--- config.mk ---
export PLATFORM = sky130hd
export DESIGN_NAME = gpio_register_block
export DESIGN_NICKNAME = d
export VERILOG_FILES = /design/src/sv/gpiorb_pkg.sv /design/src/sv/gpiorb_in_stage.sv /design/src/sv/gpiorb_regfile.sv /design/src/sv/gpiorb_out_stage.sv /design/src/sv/gpio_register_block.sv
export SDC_FILE = /design/constraint.sdc
export NUM_CORES = 1
export LEC_CHECK = 0
export BUFFER_PORTS_ARGS = -buffer_cell sky130_fd_sc_hd__buf_2
export CELL_PAD_IN_SITES_DETAIL_PLACEMENT = 1
export CELL_PAD_IN_SITES_GLOBAL_PLACEMENT = 1
export CORE_MARGIN = 4
export CORE_UTILIZATION = 46
export CTS_CLUSTER_DIAMETER = 80
export DETAILED_ROUTE_END_ITERATION = 12
export GPL_TIMING_DRIVEN = 0
export PLACE_DENSITY_LB_ADDON = 0.12
export SETUP_SLACK_MARGIN = 0.1
export SYNTH_ARGS = -nofsm -noshare
export SYNTH_HDL_FRONTEND = slang
export SYNTH_HIERARCHICAL = 1
export SYNTH_SLANG_ARGS = --single-unit
--- constraint.sdc ---
create_clock -name clk -period 6.25 [get_ports clk]
set_input_delay 0.3125 -clock clk [delete_from_list [all_inputs] [get_ports clk]]
set_output_delay 0.3125 -clock clk [all_outputs]
set_load 0.02 [all_outputs]
--- src/sv/gpiorb_pkg.sv ---
// gpiorb_pkg: types, register offsets and codes shared by the GPIO register block.
// No dependencies; used by every module of the block.

package gpiorb_pkg;

  localparam int NUM_PINS_DEFAULT = 54;
  localparam int PIN_SLOTS        = 64;

  localparam int ADDR_W = 6;
  localparam int DATA_W = 32;
  localparam int PAD_W  = 54;
  localparam int FSEL_W = 3;
  localparam int PULL_W = 2;

  localparam int PINS_PER_FSEL  = 10;
  localparam int PINS_PER_DPULL = 16;
  localparam int FSEL_WORDS     = 6;
  localparam int DPULL_WORDS    = 4;

  localparam int S_TDATA_W = 96;
  localparam int M_TDATA_W = 248;

  // word offsets
  localparam logic [ADDR_W-1:0] ADDR_FSEL_LAST = 6'd5;
  localparam logic [ADDR_W-1:0] ADDR_SET0      = 6'd7;
  localparam logic [ADDR_W-1:0] ADDR_SET1      = 6'd8;
  localparam logic [ADDR_W-1:0] ADDR_CLR0      = 6'd10;
  localparam logic [ADDR_W-1:0] ADDR_CLR1      = 6'd11;
  localparam logic [ADDR_W-1:0] ADDR_LEV0      = 6'd13;
  localparam logic [ADDR_W-1:0] ADDR_LEV1      = 6'd14;
  localparam logic [ADDR_W-1:0] ADDR_PULL_CTRL = 6'd37;
  localparam logic [ADDR_W-1:0] ADDR_PULL_CLK0 = 6'd38;
  localparam logic [ADDR_W-1:0] ADDR_PULL_CLK1 = 6'd39;
  localparam logic [ADDR_W-1:0] ADDR_DPULL0    = 6'd57;
  localparam logic [ADDR_W-1:0] ADDR_DPULL3    = 6'd60;

  localparam logic [FSEL_W-1:0] FSEL_OUTPUT = 3'd1;

  // stored pull codes
  localparam logic [PULL_W-1:0] PULL_NONE = 2'd0;
  localparam logic [PULL_W-1:0] PULL_UP   = 2'd1;
  localparam logic [PULL_W-1:0] PULL_DOWN = 2'd2;
  localparam logic [PULL_W-1:0] PULL_RSVD = 2'd3;

  // legacy pull-control encoding
  localparam logic [PULL_W-1:0] LEG_OFF  = 2'd0;
  localparam logic [PULL_W-1:0] LEG_DOWN = 2'd1;
  localparam logic [PULL_W-1:0] LEG_UP   = 2'd2;

  typedef struct packed {
    logic              is_write;
    logic [ADDR_W-1:0] word_addr;
    logic [DATA_W-1:0] write_data;
    logic [PAD_W-1:0]  pad_levels;
  } item_t;

  typedef struct packed {
    logic [DATA_W-1:0] read_data;
    logic [PAD_W-1:0]  output_latch;
    logic [PAD_W-1:0]  output_enable;
    logic [PAD_W-1:0]  pull_up_enable;
    logic [PAD_W-1:0]  pull_down_enable;
  } result_t;

  function automatic logic [PULL_W-1:0] legacy_to_code(input logic [PULL_W-1:0] ctrl);
    logic [PULL_W-1:0] code;
    case (ctrl)
      LEG_OFF:  code = PULL_NONE;
      LEG_DOWN: code = PULL_DOWN;
      LEG_UP:   code = PULL_UP;
      default:  code = PULL_RSVD;
    endcase
    return code;
  endfunction

endpackage

--- src/sv/gpiorb_in_stage.sv ---
// gpiorb_in_stage: input register for bus access items.
// Depends on gpiorb_pkg (item_t).

module gpiorb_in_stage (
  input  logic              clk,
  input  logic              rst,
  input  logic              in_valid,
  output logic              in_ready,
  input  gpiorb_pkg::item_t in_item,
  input  logic              advance,
  output logic              fire,
  output gpiorb_pkg::item_t item
);

  logic held;
  logic held_next;
  logic accept;

  assign fire     = held && advance;
  assign in_ready = !held || advance;
  assign accept   = in_valid && in_ready;
  assign held_next = accept || (held && !advance);

  always_ff @(posedge clk) begin
    if (rst) begin
      held <= 1'b0;
    end else begin
      held <= held_next;
    end
  end

  always_ff @(posedge clk) begin
    if (accept) begin
      item <= in_item;
    end
  end

endmodule

--- src/sv/gpiorb_regfile.sv ---
// gpiorb_regfile: GPIO register state, address decode, read mux and pin controls.
// Depends on gpiorb_pkg (item_t, result_t, offsets, pull codes).

module gpiorb_regfile #(
  parameter int NUM_PINS = gpiorb_pkg::NUM_PINS_DEFAULT
) (
  input  logic                clk,
  input  logic                rst,
  input  logic                direct_pull_mode,
  input  logic                fire,
  input  gpiorb_pkg::item_t   item,
  output gpiorb_pkg::result_t result
);

  localparam int SLOTS  = gpiorb_pkg::PIN_SLOTS;
  localparam int DW     = gpiorb_pkg::DATA_W;
  localparam int PW     = gpiorb_pkg::PAD_W;
  localparam int FW     = gpiorb_pkg::FSEL_W;
  localparam int UW     = gpiorb_pkg::PULL_W;
  localparam logic [PW-1:0] PAD_MASK =
    (NUM_PINS >= PW) ? {PW{1'b1}} : PW'((64'd1 << NUM_PINS) - 64'd1);

  logic [gpiorb_pkg::ADDR_W-1:0] a;
  logic [gpiorb_pkg::ADDR_W-1:0] dpull_off;
  logic wr;
  logic sel_fsel, sel_set, sel_clr, sel_lev, sel_pctl, sel_pclk, sel_dpull;
  logic set_hi, clr_hi, lev_hi, pclk_hi;

  logic [UW-1:0] pull_ctrl, pull_ctrl_next;
  logic [DW-1:0] pull_clk0, pull_clk0_next;
  logic [DW-1:0] pull_clk1, pull_clk1_next;

  logic [FW-1:0] fsel_now  [SLOTS];
  logic [FW-1:0] fsel_next [SLOTS];
  logic [UW-1:0] pull_now  [SLOTS];
  logic [UW-1:0] pull_next [SLOTS];
  logic [SLOTS-1:0] lat_next;
  logic [SLOTS-1:0] oe_all, pu_all, pd_all;

  logic [DW-1:0] fsel_words  [gpiorb_pkg::FSEL_WORDS];
  logic [DW-1:0] dpull_words [gpiorb_pkg::DPULL_WORDS];
  logic [63:0]   pads_ext;
  logic [DW-1:0] rd;

  assign a  = item.word_addr;
  assign wr = fire && item.is_write;

  assign sel_fsel  = (a <= gpiorb_pkg::ADDR_FSEL_LAST);
  assign sel_set   = (a == gpiorb_pkg::ADDR_SET0) || (a == gpiorb_pkg::ADDR_SET1);
  assign set_hi    = (a == gpiorb_pkg::ADDR_SET1);
  assign sel_clr   = (a == gpiorb_pkg::ADDR_CLR0) || (a == gpiorb_pkg::ADDR_CLR1);
  assign clr_hi    = (a == gpiorb_pkg::ADDR_CLR1);
  assign sel_lev   = (a == gpiorb_pkg::ADDR_LEV0) || (a == gpiorb_pkg::ADDR_LEV1);
  assign lev_hi    = (a == gpiorb_pkg::ADDR_LEV1);
  assign sel_pctl  = !direct_pull_mode && (a == gpiorb_pkg::ADDR_PULL_CTRL);
  assign sel_pclk  = !direct_pull_mode &&
                     ((a == gpiorb_pkg::ADDR_PULL_CLK0) || (a == gpiorb_pkg::ADDR_PULL_CLK1));
  assign pclk_hi   = (a == gpiorb_pkg::ADDR_PULL_CLK1);
  assign sel_dpull = direct_pull_mode &&
                     (a >= gpiorb_pkg::ADDR_DPULL0) && (a <= gpiorb_pkg::ADDR_DPULL3);
  assign dpull_off = a - gpiorb_pkg::ADDR_DPULL0;

  assign pull_ctrl_next = (wr && sel_pctl) ? item.write_data[UW-1:0] : pull_ctrl;
  assign pull_clk0_next = (wr && sel_pclk && !pclk_hi) ? item.write_data : pull_clk0;
  assign pull_clk1_next = (wr && sel_pclk &&  pclk_hi) ? item.write_data : pull_clk1;

  always_ff @(posedge clk) begin
    if (rst) begin
      pull_ctrl <= '0;
      pull_clk0 <= '0;
      pull_clk1 <= '0;
    end else begin
      pull_ctrl <= pull_ctrl_next;
      pull_clk0 <= pull_clk0_next;
      pull_clk1 <= pull_clk1_next;
    end
  end

  for (genvar p = 0; p < SLOTS; p++) begin : g_pin
    if (p < NUM_PINS) begin : g_used
      localparam int FWORD = p / gpiorb_pkg::PINS_PER_FSEL;
      localparam int FK    = p % gpiorb_pkg::PINS_PER_FSEL;
      localparam int HW    = p / gpiorb_pkg::DATA_W;
      localparam int HB    = p % gpiorb_pkg::DATA_W;
      localparam int DWORD = p / gpiorb_pkg::PINS_PER_DPULL;
      localparam int DK    = p % gpiorb_pkg::PINS_PER_DPULL;
      localparam logic [gpiorb_pkg::ADDR_W-1:0] FWORD_A = gpiorb_pkg::ADDR_W'(FWORD);
      localparam logic [1:0] DWORD_A = 2'(DWORD);
      localparam logic       HW_B    = 1'(HW);

      logic [FW-1:0] fsel;
      logic [UW-1:0] pull;
      logic          lat;
      logic          lat_set, lat_clr, clk_was, clk_rise, direct_hit;

      assign lat_set  = wr && sel_set && (set_hi == HW_B) && item.write_data[HB];
      assign lat_clr  = wr && sel_clr && (clr_hi == HW_B) && item.write_data[HB];
      assign clk_was  = HW_B ? pull_clk1[HB] : pull_clk0[HB];
      // legacy pull latches only on a 0 to 1 edge of this pin's clock bit
      assign clk_rise = wr && sel_pclk && (pclk_hi == HW_B) && item.write_data[HB] && !clk_was;
      assign direct_hit = wr && sel_dpull && (dpull_off[1:0] == DWORD_A);

      assign fsel_next[p] = (wr && sel_fsel && (a == FWORD_A)) ?
                            item.write_data[FK*FW +: FW] : fsel;
      assign pull_next[p] = direct_hit ? item.write_data[DK*UW +: UW] :
                            clk_rise   ? gpiorb_pkg::legacy_to_code(pull_ctrl) : pull;
      assign lat_next[p]  = (lat || lat_set) && !lat_clr;
      assign fsel_now[p]  = fsel;
      assign pull_now[p]  = pull;

      always_ff @(posedge clk) begin
        if (rst) begin
          fsel <= '0;
          pull <= '0;
          lat  <= 1'b0;
        end else begin
          fsel <= fsel_next[p];
          pull <= pull_next[p];
          lat  <= lat_next[p];
        end
      end
    end else begin : g_absent
      assign fsel_next[p] = '0;
      assign pull_next[p] = '0;
      assign lat_next[p]  = 1'b0;
      assign fsel_now[p]  = '0;
      assign pull_now[p]  = '0;
    end

    assign oe_all[p] = (fsel_next[p] == gpiorb_pkg::FSEL_OUTPUT);
    assign pu_all[p] = (pull_next[p] == gpiorb_pkg::PULL_UP);
    assign pd_all[p] = (pull_next[p] == gpiorb_pkg::PULL_DOWN);
  end

  always_comb begin
    for (int w = 0; w < gpiorb_pkg::FSEL_WORDS; w++) begin
      fsel_words[w] = '0;
      for (int k = 0; k < gpiorb_pkg::PINS_PER_FSEL; k++) begin
        fsel_words[w][k*FW +: FW] = fsel_now[w*gpiorb_pkg::PINS_PER_FSEL + k];
      end
    end
    for (int w = 0; w < gpiorb_pkg::DPULL_WORDS; w++) begin
      for (int k = 0; k < gpiorb_pkg::PINS_PER_DPULL; k++) begin
        dpull_words[w][k*UW +: UW] = pull_now[w*gpiorb_pkg::PINS_PER_DPULL + k];
      end
    end
  end

  assign pads_ext = 64'(item.pad_levels & PAD_MASK);

  // reads see the state before the access; writes return zero
  always_comb begin
    rd = '0;
    if (!item.is_write) begin
      if (sel_fsel) begin
        rd = fsel_words[a[2:0]];
      end else if (sel_lev) begin
        rd = lev_hi ? pads_ext[63:32] : pads_ext[31:0];
      end else if (sel_pctl) begin
        rd = DW'(pull_ctrl);
      end else if (sel_pclk) begin
        rd = pclk_hi ? pull_clk1 : pull_clk0;
      end else if (sel_dpull) begin
        rd = dpull_words[dpull_off[1:0]];
      end
    end
  end

  assign result.read_data        = rd;
  assign result.output_latch     = lat_next[PW-1:0];
  assign result.output_enable    = oe_all[PW-1:0];
  assign result.pull_up_enable   = pu_all[PW-1:0];
  assign result.pull_down_enable = pd_all[PW-1:0];

endmodule

--- src/sv/gpiorb_out_stage.sv ---
// gpiorb_out_stage: result register holding one item until the sink takes it.
// Depends on gpiorb_pkg (result_t).

module gpiorb_out_stage (
  input  logic                clk,
  input  logic                rst,
  input  logic                load,
  input  gpiorb_pkg::result_t load_result,
  output logic                advance,
  output logic                out_valid,
  input  logic                out_ready,
  output gpiorb_pkg::result_t result
);

  logic full;
  logic full_next;

  // a waiting result leaves in the same cycle a new one arrives
  assign advance   = !full || out_ready;
  assign full_next = load || (full && !out_ready);
  assign out_valid = full;

  always_ff @(posedge clk) begin
    if (rst) begin
      full <= 1'b0;
    end else begin
      full <= full_next;
    end
  end

  always_ff @(posedge clk) begin
    if (load) begin
      result <= load_result;
    end
  end

endmodule

--- src/sv/gpio_register_block.sv ---
// gpio_register_block: top level of the GPIO register block.
// Depends on gpiorb_pkg, gpiorb_in_stage, gpiorb_regfile and gpiorb_out_stage.

// One 32-bit register access per item, one item per clock sustained while
// the sink keeps taking results. An item goes through the input register,
// is decoded and applied to the register state in one read-modify-write
// pass, and its result is loaded into the output register when that register
// is free or being emptied; otherwise the input register holds the item. The
// result carries the read word (zero for writes) and the pin controls as they
// stand after the access. The user is to write direct_pull_mode through the
// cfg channel between accesses; the block itself leaves this unenforced.

module gpio_register_block #(
  parameter int NUM_PINS = gpiorb_pkg::NUM_PINS_DEFAULT
) (
  input  logic                             clk,
  input  logic                             rst,
  input  logic                             s_tvalid,
  output logic                             s_tready,
  // word_addr[5:0], write_data[37:6], pad_levels[91:38], zero fill [95:92]
  input  logic [gpiorb_pkg::S_TDATA_W-1:0] s_tdata,
  // is_write[0]
  input  logic                             s_tuser,
  output logic                             m_tvalid,
  input  logic                             m_tready,
  // read_data[31:0], output_latch[85:32], output_enable[139:86],
  // pull_up_enable[193:140], pull_down_enable[247:194]
  output logic [gpiorb_pkg::M_TDATA_W-1:0] m_tdata,
  input  logic                             cfg_valid,
  output logic                             cfg_ready,
  input  logic                             cfg_data
);

  localparam int AW = gpiorb_pkg::ADDR_W;
  localparam int DW = gpiorb_pkg::DATA_W;
  localparam int PW = gpiorb_pkg::PAD_W;

  logic direct_pull_mode;
  logic direct_pull_mode_next;
  logic fire;
  logic advance;

  gpiorb_pkg::item_t   in_item;
  gpiorb_pkg::item_t   item;
  gpiorb_pkg::result_t core_result;
  gpiorb_pkg::result_t out_result;

  assign cfg_ready = 1'b1;
  assign direct_pull_mode_next = (cfg_valid && cfg_ready) ? cfg_data : direct_pull_mode;

  always_ff @(posedge clk) begin
    if (rst) begin
      direct_pull_mode <= 1'b0;
    end else begin
      direct_pull_mode <= direct_pull_mode_next;
    end
  end

  assign in_item.is_write   = s_tuser;
  assign in_item.word_addr  = s_tdata[AW-1:0];
  assign in_item.write_data = s_tdata[AW+DW-1:AW];
  assign in_item.pad_levels = s_tdata[AW+DW+PW-1:AW+DW];

  gpiorb_in_stage u_in (
    .clk      (clk),
    .rst      (rst),
    .in_valid (s_tvalid),
    .in_ready (s_tready),
    .in_item  (in_item),
    .advance  (advance),
    .fire     (fire),
    .item     (item)
  );

  gpiorb_regfile #(
    .NUM_PINS (NUM_PINS)
  ) u_regs (
    .clk              (clk),
    .rst              (rst),
    .direct_pull_mode (direct_pull_mode),
    .fire             (fire),
    .item             (item),
    .result           (core_result)
  );

  gpiorb_out_stage u_out (
    .clk         (clk),
    .rst         (rst),
    .load        (fire),
    .load_result (core_result),
    .advance     (advance),
    .out_valid   (m_tvalid),
    .out_ready   (m_tready),
    .result      (out_result)
  );

  assign m_tdata = {out_result.pull_down_enable, out_result.pull_up_enable,
                    out_result.output_enable, out_result.output_latch,
                    out_result.read_data};

endmodule

; ---- Word level (Yosys, flattened, before mapping)
; Index checks and enable logic that the tools add are counted.
[word_totals]
ff_bits = 734
latch_bits = 0
ram_bits = 0
rom_bits = 0
in_bits = 103
out_inout_bits = 251
wordCells = 1026
memories = 0
[op_classes]
addsub = 1
multipliers = 0
div = 0
magnitude_cmp = 5
eq_ne = 181
n_shift = 0
mux = 176
bitwise = 5
n_reduce_logical = 481
[ops]
columns = cell, count
row1 = $mux W32, 11
row2 = $logic_and A1 B1 Y1, 302
row3 = $mux W2, 108
row4 = $eq A3 B1 Y1 const B, 54
row5 = $mux W3, 54
row6 = $eq A2 B2 Y1 const B, 57
row7 = $logic_not A1 Y1, 114
row8 = $eq A2 B1 Y1 const B, 56
row9 = $bmux W32 S3, 1
row10 = $bmux W32 S2, 1
row11 = $logic_or A1 B1 Y1, 62
row12 = $eq A6 B4 Y1 const B, 5
row13 = $eq A6 B3 Y1 const B, 3
row14 = $eq A6 B6 Y1 const B, 3
row15 = $eq A6 B2 Y1 const B, 2
row16 = $eq A6 B1 Y1 const B, 1
row17 = $ge A6 B6 Y1 const B, 1
row18 = $le A6 B3 Y1 const B, 1
row19 = $le A6 B6 Y1 const B, 1
row20 = $logic_not A6 Y1, 1
row21 = $pmux W2 S3, 1
row22 = $ge A4 B4 Y1 const B, 1
row23 = $logic_not A2 Y1, 2
row24 = $not A3 Y4, 1
row25 = 4 further kinds, 6

; ---- Logic depth before layout (Yosys ltp)
; Gate-level depths: netlist (run 1).
[depth]
depth_word = 11
depth_mapped = 12
depth_no_buf = 6

; ---- Cells and area by module
; Netlist (run 1), hierarchy kept.
[modules_own_cells]
columns = module, n_inst, cells_per_inst, area_per_inst_um2, seq_area_each_um2
row1 = gpiorb_regfile, 1, 3118, 23258.6, 7807.5
row2 = gpiorb_out_stage, 1, 252, 7493.4, 7467.2
row3 = gpiorb_in_stage, 1, 99, 2855.2, 2812.7
row4 = gpio_register_block, 1, 5, 45.0, 20.0

; ---- Worst setup path before layout (run 1)
; OpenSTA, ideal clock, no wires.
[synth_timing]
path_kind = reg2reg
start = register u_out.full (netlist: u_out/out_valid)
end = register u_out/result[214] in the netlist's numbering (data pin)
setup_time_ns = 0.270
t_arrival_ns = 5.282
t_required_ns = 5.980
path_slack_ns = 0.698
path_stages_with_launch = 7
n_path_buf = 1
period_less_slack_ns = 5.552
path_cell_list = dfxtp_1 nand2b_4 and2_2 nand3_2 nor4_2 clkbuf_1 a21oi_1
[synth_lines]
columns = element, line
row1 = "start, declared", gpiorb_out_stage.sv:15  ; logic full;
row2 = "start signal, assigned", gpiorb_out_stage.sv:27  ; full <= full_next;
row3 = "end signal, assigned", gpiorb_out_stage.sv:33  ; result <= load_result;
row4 = "end, declared", gpiorb_out_stage.sv:12  ; output gpiorb_pkg::result_t result

; ---- Final worst setup path (run 1)
[layout_timing]
start = register, netlist name u_in/item[86]
end = register u_out/result[234] in the netlist's numbering (data pin)
[layout_via]
elab_chain_cells = 10
word_cells_on_any_way = 30
cone_classes = 1 x add/sub / 3 x order compare / 5 x eq/ne / 13 x mux / 2 x bitwise / 6 x reduce/logical
[layout_rtl]
columns = element, line
row1 = $sub A2 B1 Y2, gpiorb_regfile.sv:61  ; assign dpull_off = a - gpiorb_pkg::ADDR_DPULL0;
row2 = $not A2 Y3 (implied by the code), gpiorb_regfile.sv:164  ; rd = dpull_words[dpull_off[1:0]];
row3 = $bmux W32 S2, gpiorb_regfile.sv:164
row4 = $mux W32 (implied by the code) (2 in a row), gpiorb_regfile.sv:164
row5 = $mux W32, gpiorb_regfile.sv:163  ; end else if (sel_dpull) begin
row6 = $mux W32, gpiorb_regfile.sv:161  ; end else if (sel_pclk) begin
row7 = $mux W32, gpiorb_regfile.sv:159  ; end else if (sel_pctl) begin
row8 = $mux W32, gpiorb_regfile.sv:157  ; end else if (sel_lev) begin
row9 = $mux W32 *, gpiorb_regfile.sv:155  ; if (sel_fsel) begin
; Every way passes the cells marked *; elsewhere a longest branch is shown, timed or not. The select of a mux whose other input is x is not followed.
; A chain may end at the register's enable or synchronous reset.

==> qor.csv, run 1 <==
stage,metric,value,unit
detailed_routing,dr_total_vias,33500,
cts,clock_insertion_delay_worst_skew,0.65,ns
layout,final_nets,4116,
timing,timing.fmax,179,MHz
setup_path,path_class,reg2reg,
cts,cts_root_buf,sky130_fd_sc_hd__clkbuf_16,
global_routing,maximum_number_of_pins_on_one_net_before_global_route_repair,73,
timing,finClkSkew,0.0238,ns
cts,cts_htree_levels,3,
cts,numCtsBuffers,82,
setup_path,crit_required,6.61,ns
logic_synthesis,synth_top_family_by_area,compound AO/OA/AOI/OAI gates,
floorplanning,core_region_area,72000,um2
global_routing,overflow,0,
logic_synthesis,post_synth_num_cell_types,67,
logic_synthesis,yosysSeqAreaShare,53.8,%
placement,dp.cells,4777,
setup_path,reg2reg_from,u_in/item[86],
global_routing,globalRouteTotalUtil,42.0,%
timing,report.final.slew_viol_count,11,
floorplanning,initial_core_util,46.8,%
run_status,run_status,finished with violations,
logic_synthesis,yosys_warnings,6,
floorplanning,boundaryPins,354,
timing,timing.max_slew.rel_slack,-1.11,%
timing,fin_crit_sh,89.6,%
setup_path,worst-path-max-fanout,11,
logic_synthesis,synth_fp_nets,3581,
placement,globalplace.congestion,1.02,
power,worst_ir_drop_vdd,0.000254,V
layout,area_growth_syn_to_layout,20.6,%
power,power.leakage,13.9,nW
floorplanning,placementRows,98,
cts,tritoncts,yes,
layout,final-instance-count-excl-fill,5032,
logic_synthesis,synth_compound_area_share,19.9,%
logic_synthesis,synthFlopType,sky130_fd_sc_hd__dfxtp_1,
timing,hold_violations,0,
cts,cts_setup_buffers,0,
detailed_routing,finalWirelength,169000,um
detailed_routing,drt_first_iter_violations,5188,
timing,rsz0062_at_grt,no,
cts,clk_pin_slew_worst_paths,0.06,ns
global_routing,antenna_violations_before_repair,7,
detailed_routing,vias_per_std_cell,6.65,
logic_synthesis,muxShareOfSynthArea,4.09,%
setup_path,critPathArrivalTime,5.95,ns
setup_path,critical_path.startpoint_type,flop,
layout,final_layout_size_suffix_gt1_share,16.4,%
detailed_routing,final_antenna_net_count,0,
logic_synthesis,ys_ff_latch,734,
run,timing.max_cap.violations,3,
logic_synthesis,synthAdderAreaFrac,0.149,%
logic_synthesis,synth_xor_area_share,0,%
placement,hpwl,122000,um
placement,dpl_worst_slack,0.861,ns
timing,timing.final.crit_period,5.60,ns
logic_synthesis,number_of_flops_mapped_to_enable_cells_by_yosys,341,
cts,ctsResizeCount,0,
detailed_routing,drc_errors,0,
setup_path,worstSetupStartpoint,u_in/item[86],
placement,portBuffers,348,
global_routing,grt_pass1_wl,238000,um
global_routing,vias_in_the_first_global_route,33000,
min_path,worstHoldStart,s_tvalid,
run_status,failing_checks,"max-capacitance violations, max-slew violations",
floorplanning,die_span_x,278,um
floorplanning,vert_die_dim,278,um
timing,totalNegativeSetupSlack,0,ns
cts,clockBufferDepth,3,
logic_synthesis,post_synthesis_instance_area,33700,um2
logic_synthesis,synthSimpleGateAreaFrac,16.4,%
cts,cts_num_sinks,734,
power,power-per-cell-area,279,nW/um2
logic_synthesis,synth_top_cell_by_area,sky130_fd_sc_hd__edfxtp_1,
detailed_routing,drtPass1Iterations,6,
logic_synthesis,postSynth.asyncResetShare,0,%
timing,setup_viol,0,
logic_synthesis,syn-instance-count,3474,
logic_synthesis,postSynthAreaPerCell,9.69,um2
power,p_total,11.3,mW
setup_path,worst_setup_path_end_kind,flop,
floorplanning,die-area,77500,um2
logic_synthesis,post-synth-top-area-fraction,30.4,%
detailed_routing,detail_route.wl_per_cell,33.5,um
logic_synthesis,synth_area_leaders,"sky130_fd_sc_hd__edfxtp_1 (30%), sky130_fd_sc_hd__dfxtp_1 (23%), sky130_fd_sc_hd__a21oi_1 (6.3%)",
timing,setup_ws,0.651,ns
min_path,hp-class,in2reg,
timing,worst-slew-pin-transition,1.52,ns
kinds of logic (layout without fill, tap and decap cells):
logic type | count (synthesis) | after routing
AOI/OAI and AO/OA | 1016 | 1016
adders and majority gates | 4 | 4
other | 1 | 5
muxes | 103 | 103
DFF | 734 | 734
and+or+nand+nor | 1160 | 1160
buffers and inverters | 456 | 1060
cells in the mapped netlist, drive strengths merged (6+ instances only):
| master | count |
|---|---|
| a211oi | 31 |
| a21boi | 20 |
| a21o | 6 |
| a21oi | 423 |
| a221oi | 105 |
| a22o | 9 |
| a22oi | 23 |
| a311oi | 33 |
| a32oi | 94 |
| a41oi | 32 |
| and2 | 35 |
| and3 | 25 |
| buf | 100 |
| clkbuf | 240 |
| dfxtp | 393 |
| edfxtp | 341 |
| inv | 116 |
| mux2 | 26 |
| mux2i | 52 |
| mux4 | 25 |
| nand2 | 507 |
| nand2b | 20 |
| nand3 | 58 |
| nand4 | 54 |
| nor2 | 233 |
| nor2b | 109 |
| nor3 | 85 |
| nor4 | 14 |
| o21ai | 147 |
| o22ai | 14 |
| o2bb2ai | 19 |
| o31ai | 20 |
| o32ai | 17 |
| o41ai | 14 |
worst paths after layout:
path / to / cells after the start / slack, ns
setup reg to reg: u_out/result[234] / 10 / 0.65
hold / removal: u_in/item[59] / 2 / 0.34
setup / recovery: u_out/result[234] / 10 / 0.65
hold reg to reg: u_regs/pull_clk1[30] / 2 / 0.46
area by class of cell:
type,instances,area [um2]
multi-input cells,2284,13700
diodes,4,10.0
inverters,116,435
flip-flops and latches,734,18100
repair buffers,451,2860
clock buffers,110,2320
clock inverters,43,551
well taps,950,1190
fillers,8162,31400
plain buffers,340,1450
cells in the final DEF, fill, tap and decap left out, types with 11 or more instances in the layout:
master                          netlist  layout
sky130_fd_sc_hd__nor2b_1            109     109
sky130_fd_sc_hd__and2_1              33      33
sky130_fd_sc_hd__nand2b_1            18      18
sky130_fd_sc_hd__a22oi_1             23      23
sky130_fd_sc_hd__and3_1              25      25
sky130_fd_sc_hd__buf_4               11      11
sky130_fd_sc_hd__nand3_1             56      56
sky130_fd_sc_hd__clkbuf_16            0      85
sky130_fd_sc_hd__clkbuf_1           239     254
sky130_fd_sc_hd__inv_1              116     116
sky130_fd_sc_hd__a21boi_0            20      20
sky130_fd_sc_hd__o21ai_0            147     147
sky130_fd_sc_hd__dfxtp_1            393     393
sky130_fd_sc_hd__nor2_1             233     233
sky130_fd_sc_hd__nand4_1             54      54
sky130_fd_sc_hd__edfxtp_1           341     341
sky130_fd_sc_hd__mux2i_1             52      52
sky130_fd_sc_hd__o2bb2ai_1           19      19
sky130_fd_sc_hd__a41oi_1             32      32
sky130_fd_sc_hd__nor3_1              81      81
sky130_fd_sc_hd__bufinv_16            0      11
sky130_fd_sc_hd__o32ai_1             17      17
sky130_fd_sc_hd__mux4_2              25      25
sky130_fd_sc_hd__a311oi_1            33      33
sky130_fd_sc_hd__a21oi_1            421     421
sky130_fd_sc_hd__o41ai_2             14      14
sky130_fd_sc_hd__nand2_1            507     507
sky130_fd_sc_hd__a221oi_1           105     105
sky130_fd_sc_hd__a211oi_1            31      31
sky130_fd_sc_hd__mux2_2              26      26
sky130_fd_sc_hd__o22ai_1             14      14
sky130_fd_sc_hd__o31ai_1             20      20
sky130_fd_sc_hd__a32oi_1             94      94
sky130_fd_sc_hd__dlygate4sd3_1        0      98
sky130_fd_sc_hd__buf_2               79     427
stage by stage:
step / util [%] / hold slack, ns / area [um2]
after floorplan: - / 0.375 / 33700
after global placement: 50.8 / 0.443 / 36600
final: 56.4 / 0.344 / 40600
after global routing: 56.4 / 0.367 / 40600
after detailed placement: 51.0 / 0.448 / 36700
after CTS: 56.4 / 0.350 / 40600
worst max-delay path, stage by stage (launching register included):
cell                       delay, ns
sky130_fd_sc_hd__edfxtp_1       0.66
sky130_fd_sc_hd__buf_2          0.44
sky130_fd_sc_hd__inv_1          0.17
sky130_fd_sc_hd__clkbuf_1       0.56
sky130_fd_sc_hd__ha_1           0.32
sky130_fd_sc_hd__clkbuf_1       0.57
sky130_fd_sc_hd__inv_1          0.13
sky130_fd_sc_hd__nor2_1         0.64
sky130_fd_sc_hd__clkbuf_1       0.79
sky130_fd_sc_hd__a221oi_1       0.38
sky130_fd_sc_hd__a311oi_1       0.62
sequential cells by signal, indices dropped and copies added, names as in the netlist:
signal,count
u_regs/pull_clk0,32
u_out/result,248
u_regs/g_pin.g_used.lat,54
u_in/item,93
u_regs/g_pin.g_used.pull,108
direct_pull_mode,1
u_regs/g_pin.g_used.fsel,162
u_in/held,1
u_out/out_valid,1
u_regs/pull_ctrl,2
u_regs/pull_clk1,32
timing repair:
item / CTS / global route
endpoints found under the setup margin: 0 / 0
hold buffers: 98 / 0
hold endpoints to repair: 96 / 0
power by group:
| group | switching [mW] | internal (mW) |
|---|---|---|
| Combinational | 0.668 | 0.223 |
| Clock | 2.15 | 3.08 |
| Sequential | 0.0669 | 5.13 |
| Total | 2.88 | 8.43 |
metal layers:
layer / global-route usage (%) / vias up / wire length [um]
met2: 62.1 / 2422 / 71400
met1: 56.5 / 16700 / 65000
met3: 11.0 / 527 / 21200
met4: 23.0 / 4 / 11100
met5: 0 / - / 22
li1: - / 13800 / -
(Power assumes the default switching activity.)
==> inputs of run 2 (changes only) <==
--- a/config.mk
+++ b/config.mk
@@ -9,7 +9,8 @@
 export CELL_PAD_IN_SITES_DETAIL_PLACEMENT = 1
 export CELL_PAD_IN_SITES_GLOBAL_PLACEMENT = 1
 export CORE_MARGIN = 4
-export CORE_UTILIZATION = 46
+export CORE_UTILIZATION = 48
+export CTS_BUF_LIST = sky130_fd_sc_hd__clkbuf_4 sky130_fd_sc_hd__clkbuf_8
 export CTS_CLUSTER_DIAMETER = 80
 export DETAILED_ROUTE_END_ITERATION = 12
 export GPL_TIMING_DRIVEN = 0
==> constraint.sdc (replaced) <==
create_clock -name clk -period 6.25 [get_ports clk]
set_input_delay 0.625 -clock clk [delete_from_list [all_inputs] [get_ports clk]]
set_output_delay 0.625 -clock clk [all_outputs]
set_load 0.02 [all_outputs]
==> run 2 against run 1 <==
The run still ends with max-capacitance violations, max-slew violations left. Clock-buffer cell count rose by 78. Non-clock buffer count is 36 lower. Wire length up 0.31%. Sequential share of layout area grew 0.55 points. Global-route usage increased by 1.9 points. Clock power fell by 7.1%. Flip-flop and latch count unchanged. Register-to-register slack worse by 0.09 ns. Total power down 3.4%. Critical endpoint is now u_out/result[225].
==> qor.csv, run 2 (synthesized netlist as in run 1, its figures left out) <==
stage,metric,value,unit,change
global_routing,maximum_number_of_pins_on_one_net_before_global_route_repair,94,,was 73
floorplanning,die-area,74400,um2,was 77500 um2
cts,cts_root_buf,sky130_fd_sc_hd__clkbuf_8,,was sky130_fd_sc_hd__clkbuf_16
cts,tritoncts,yes,,unchanged
setup_path,critPathArrivalTime,6.13,ns,was 5.95 ns
layout,largest_register_ffs,248,,unchanged
setup_path,crit_required,6.70,ns,was 6.61 ns
global_routing,globalRouteTotalUtil,44.0,%,was 42.0%
power,power.leakage,13.8,nW,was 13.9 nW
setup_path,crit_path_cell_trace,"buf_2, inv_1, clkbuf_1, ha_1, nor3b_2, nor4_4, clkbuf_1, a221oi_1, a311oi_1",,"was buf_2, inv_1, clkbuf_1, ha_1, clkbuf_1, inv_1, nor2_1, clkbuf_1, a221oi_1, a311oi_1"
layout,final.fill_count,7886,,was 8162
run,timing.max_cap.violations,1,,was 3
cts,clockBufferDepth,3,,unchanged
timing,timing.max_slew.rel_slack,-0.389,%,was -1.11%
placement,postPlaceCellArea,36700,um2,about the same
layout,most_flop_heavy_register,u_out/result,,unchanged
timing,finClkSkew,0.0443,ns,was 0.0238 ns
detailed_routing,finalWirelength,169000,um,about the same
setup_path,path_class,reg2reg,,unchanged
global_routing,vias_in_the_first_global_route,33100,,was 33000
layout,final-instance-count-excl-fill,5057,,was 5032
setup_path,worst_path_max_delay_cell,sky130_fd_sc_hd__clkbuf_1,,unchanged
layout,top_regs,"u_out/result x248, u_regs/g_pin.g_used.fsel x162, u_regs/g_pin.g_used.pull x108",,unchanged
layout,final_common_cell,sky130_fd_sc_hd__nand2_1,,unchanged
detailed_routing,dr_total_vias,34200,,was 33500
layout,design_area,40100,um2,was 40600 um2
timing,report.final.slew_viol_count,10,,was 11
run_status,failing_checks,"max-capacitance violations, max-slew violations",,unchanged
detailed_routing,detail_route.wl_per_cell,33.5,um,about the same
cts,clk_pin_slew_worst_paths,0.06,ns,about the same
timing,hold_violations,0,,unchanged
layout,final_layout_size_suffix_gt1_share,18.6,%,was 16.4%
setup_path,worst_path_largest_cell_delay,0.92,ns,was 0.79 ns
cts,numCtsBuffers,121,,was 82
floorplanning,placementRows,96,,was 98
setup_path,path_buf_inv,4,,was 6
timing,fin_crit_sh,91.0,%,was 89.6%
cts,cts_htree_levels,3,,unchanged
floorplanning,die_span_x,273,um,was 278 um
floorplanning,boundaryPins,354,,unchanged
placement,dp.cells,4757,,was 4777
layout,area_growth_syn_to_layout,19.1,%,was 20.6%
detailed_routing,drtPass1Iterations,8,,was 6
layout,final_nets,4119,,was 4116
placement,hpwl,121000,um,was 122000 um
global_routing,antenna_violations_before_repair,12,,was 7
placement,globalplace.congestion,1.03,,was 1.02
timing,rsz0062_at_grt,no,,unchanged
global_routing,grt_pass1_wl,237000,um,was 238000 um
timing,hold_ws,0.0285,ns,was 0.344 ns
timing,timing.final.crit_period,5.69,ns,was 5.60 ns
global_routing,overflow,0,,unchanged
placement,portBuffers,348,,unchanged
setup_path,path_common_cell,sky130_fd_sc_hd__clkbuf_1,,unchanged
timing,setup_viol,0,,unchanged
cts,cts_num_sinks,734,,unchanged
setup_path,worst_setup_path_end_kind,flop,,unchanged
detailed_routing,drc_errors,0,,unchanged
timing,timing.fmax,176,MHz,was 179 MHz
floorplanning,core_region_area,69100,um2,was 72000 um2
floorplanning,initial_core_util,48.7,%,was 46.8%
detailed_routing,drt_first_iter_violations,5251,,was 5188
detailed_routing,vias_per_std_cell,6.76,,was 6.65
floorplanning,vert_die_dim,273,um,was 278 um
layout,final_cell_mix,"sky130_fd_sc_hd__nand2_1 (507), sky130_fd_sc_hd__buf_2 (427), sky130_fd_sc_hd__a21oi_1 (421)",,unchanged
timing,worst-slew-pin-transition,1.51,ns,was 1.52 ns
cts,clock_insertion_delay_worst_skew,0.78,ns,was 0.65 ns
min_path,hp-class,in2reg,,unchanged
run_status,run_status,finished with violations,,unchanged
setup_path,cp_top_family,buffers and inverters,,unchanged
power,worst_ir_drop_vdd,0.000282,V,was 0.000254 V
setup_path,critical_path.startpoint_type,flop,,unchanged
detailed_routing,final_antenna_net_count,0,,unchanged
setup_path,worst-path-max-fanout,11,,unchanged
cts,ctsResizeCount,0,,unchanged
power,power-per-cell-area,273,nW/um2,was 279 nW/um2
-- run 2: changes by cell type in the layout (fill, tap and decap cells not counted), moves of 3 or more --
cell and delta:
sky130_fd_sc_hd__clkbuf_1 -15, sky130_fd_sc_hd__clkbuf_16 -85, sky130_fd_sc_hd__clkbuf_4 +49, sky130_fd_sc_hd__clkbuf_8 +129, sky130_fd_sc_hd__clkinv_1 -3, sky130_fd_sc_hd__clkinv_2 +11, sky130_fd_sc_hd__dlygate4sd3_1 -36, sky130_fd_sc_hd__inv_6 -3
-- run 2: worst register-to-register path, delay by kind of cell (launching register included) --
kind	cells	cell delay [ns]
and+or+nand+nor	2	0.86
adders and majority gates	1	0.51
DFF	1	0.69
AOI/OAI and AO/OA	2	1.22
buffers and inverters	4	2.09
-- run 2: worst paths after layout --
kind	depth (start not counted)	startpoint	slack (ns)	to
setup / recovery	9	u_in/item[86]	0.56	u_out/result[225]
setup reg to reg	9	u_in/item[86]	0.56	u_out/result[225]
hold / removal	1	s_tdata[21]	0.03	u_in/item[69]
hold reg to reg	2	u_regs/g_pin[48].g_used.fsel[1]	0.46	u_regs/g_pin[48].g_used.fsel[1]
-- run 2: where the power goes --
part	switching [mW]	total [mW]	leakage (nW)	internal [mW]
clock	2.15	4.86	1.47	2.71
sequential	0.0677	5.20	6.42	5.13
combinational	0.668	0.876	5.93	0.208
-- run 2: repair_timing --
item                                    CTS  global route
endpoints found under the hold margin    60             2
setup buffers                             0             0
hold buffers                             60             2
endpoints found under the setup margin    0             0
-- run 2: stage by stage --
stage                     setup WS, ns  util (%)  power (mW)  setup TNS (ns)
after floorplan                  0.446         -        5.69               0
after global placement           -1.95      52.9        6.07         -696.62
after detailed placement          1.03      53.1        6.09               0
after CTS                         1.01      58.0        10.9               0
after global routing             0.634      58.0        11.2               0
final                            0.561      58.0        10.9               0
-- run 2: per-layer routing --
layer  share of wire [%]  up-vias  track usage [%]  routed length, um
li1                    -    13800                -                  -
met1                  38    17000             59.9              64200
met2                  42     2782             63.8              70800
met3                  13      567             11.5              22300
met4                 7.0        8             24.9              11900
met5               0.034        -                0                 57
-- run 2: layout make-up --
class | count | area, um2 | area share, %
inverters | 116 | 435 | 1.09
clock inverters | 43 | 473 | 1.18
clock buffers | 188 | 2280 | 5.69
flip-flops and latches | 734 | 18100 | 45.2
diodes | 6 | 15.0 | 0.0375
repair buffers | 415 | 2500 | 6.24
multi-input cells | 2284 | 13700 | 34.1
well taps | 931 | 1160 | 2.91
plain buffers | 340 | 1450 | 3.61
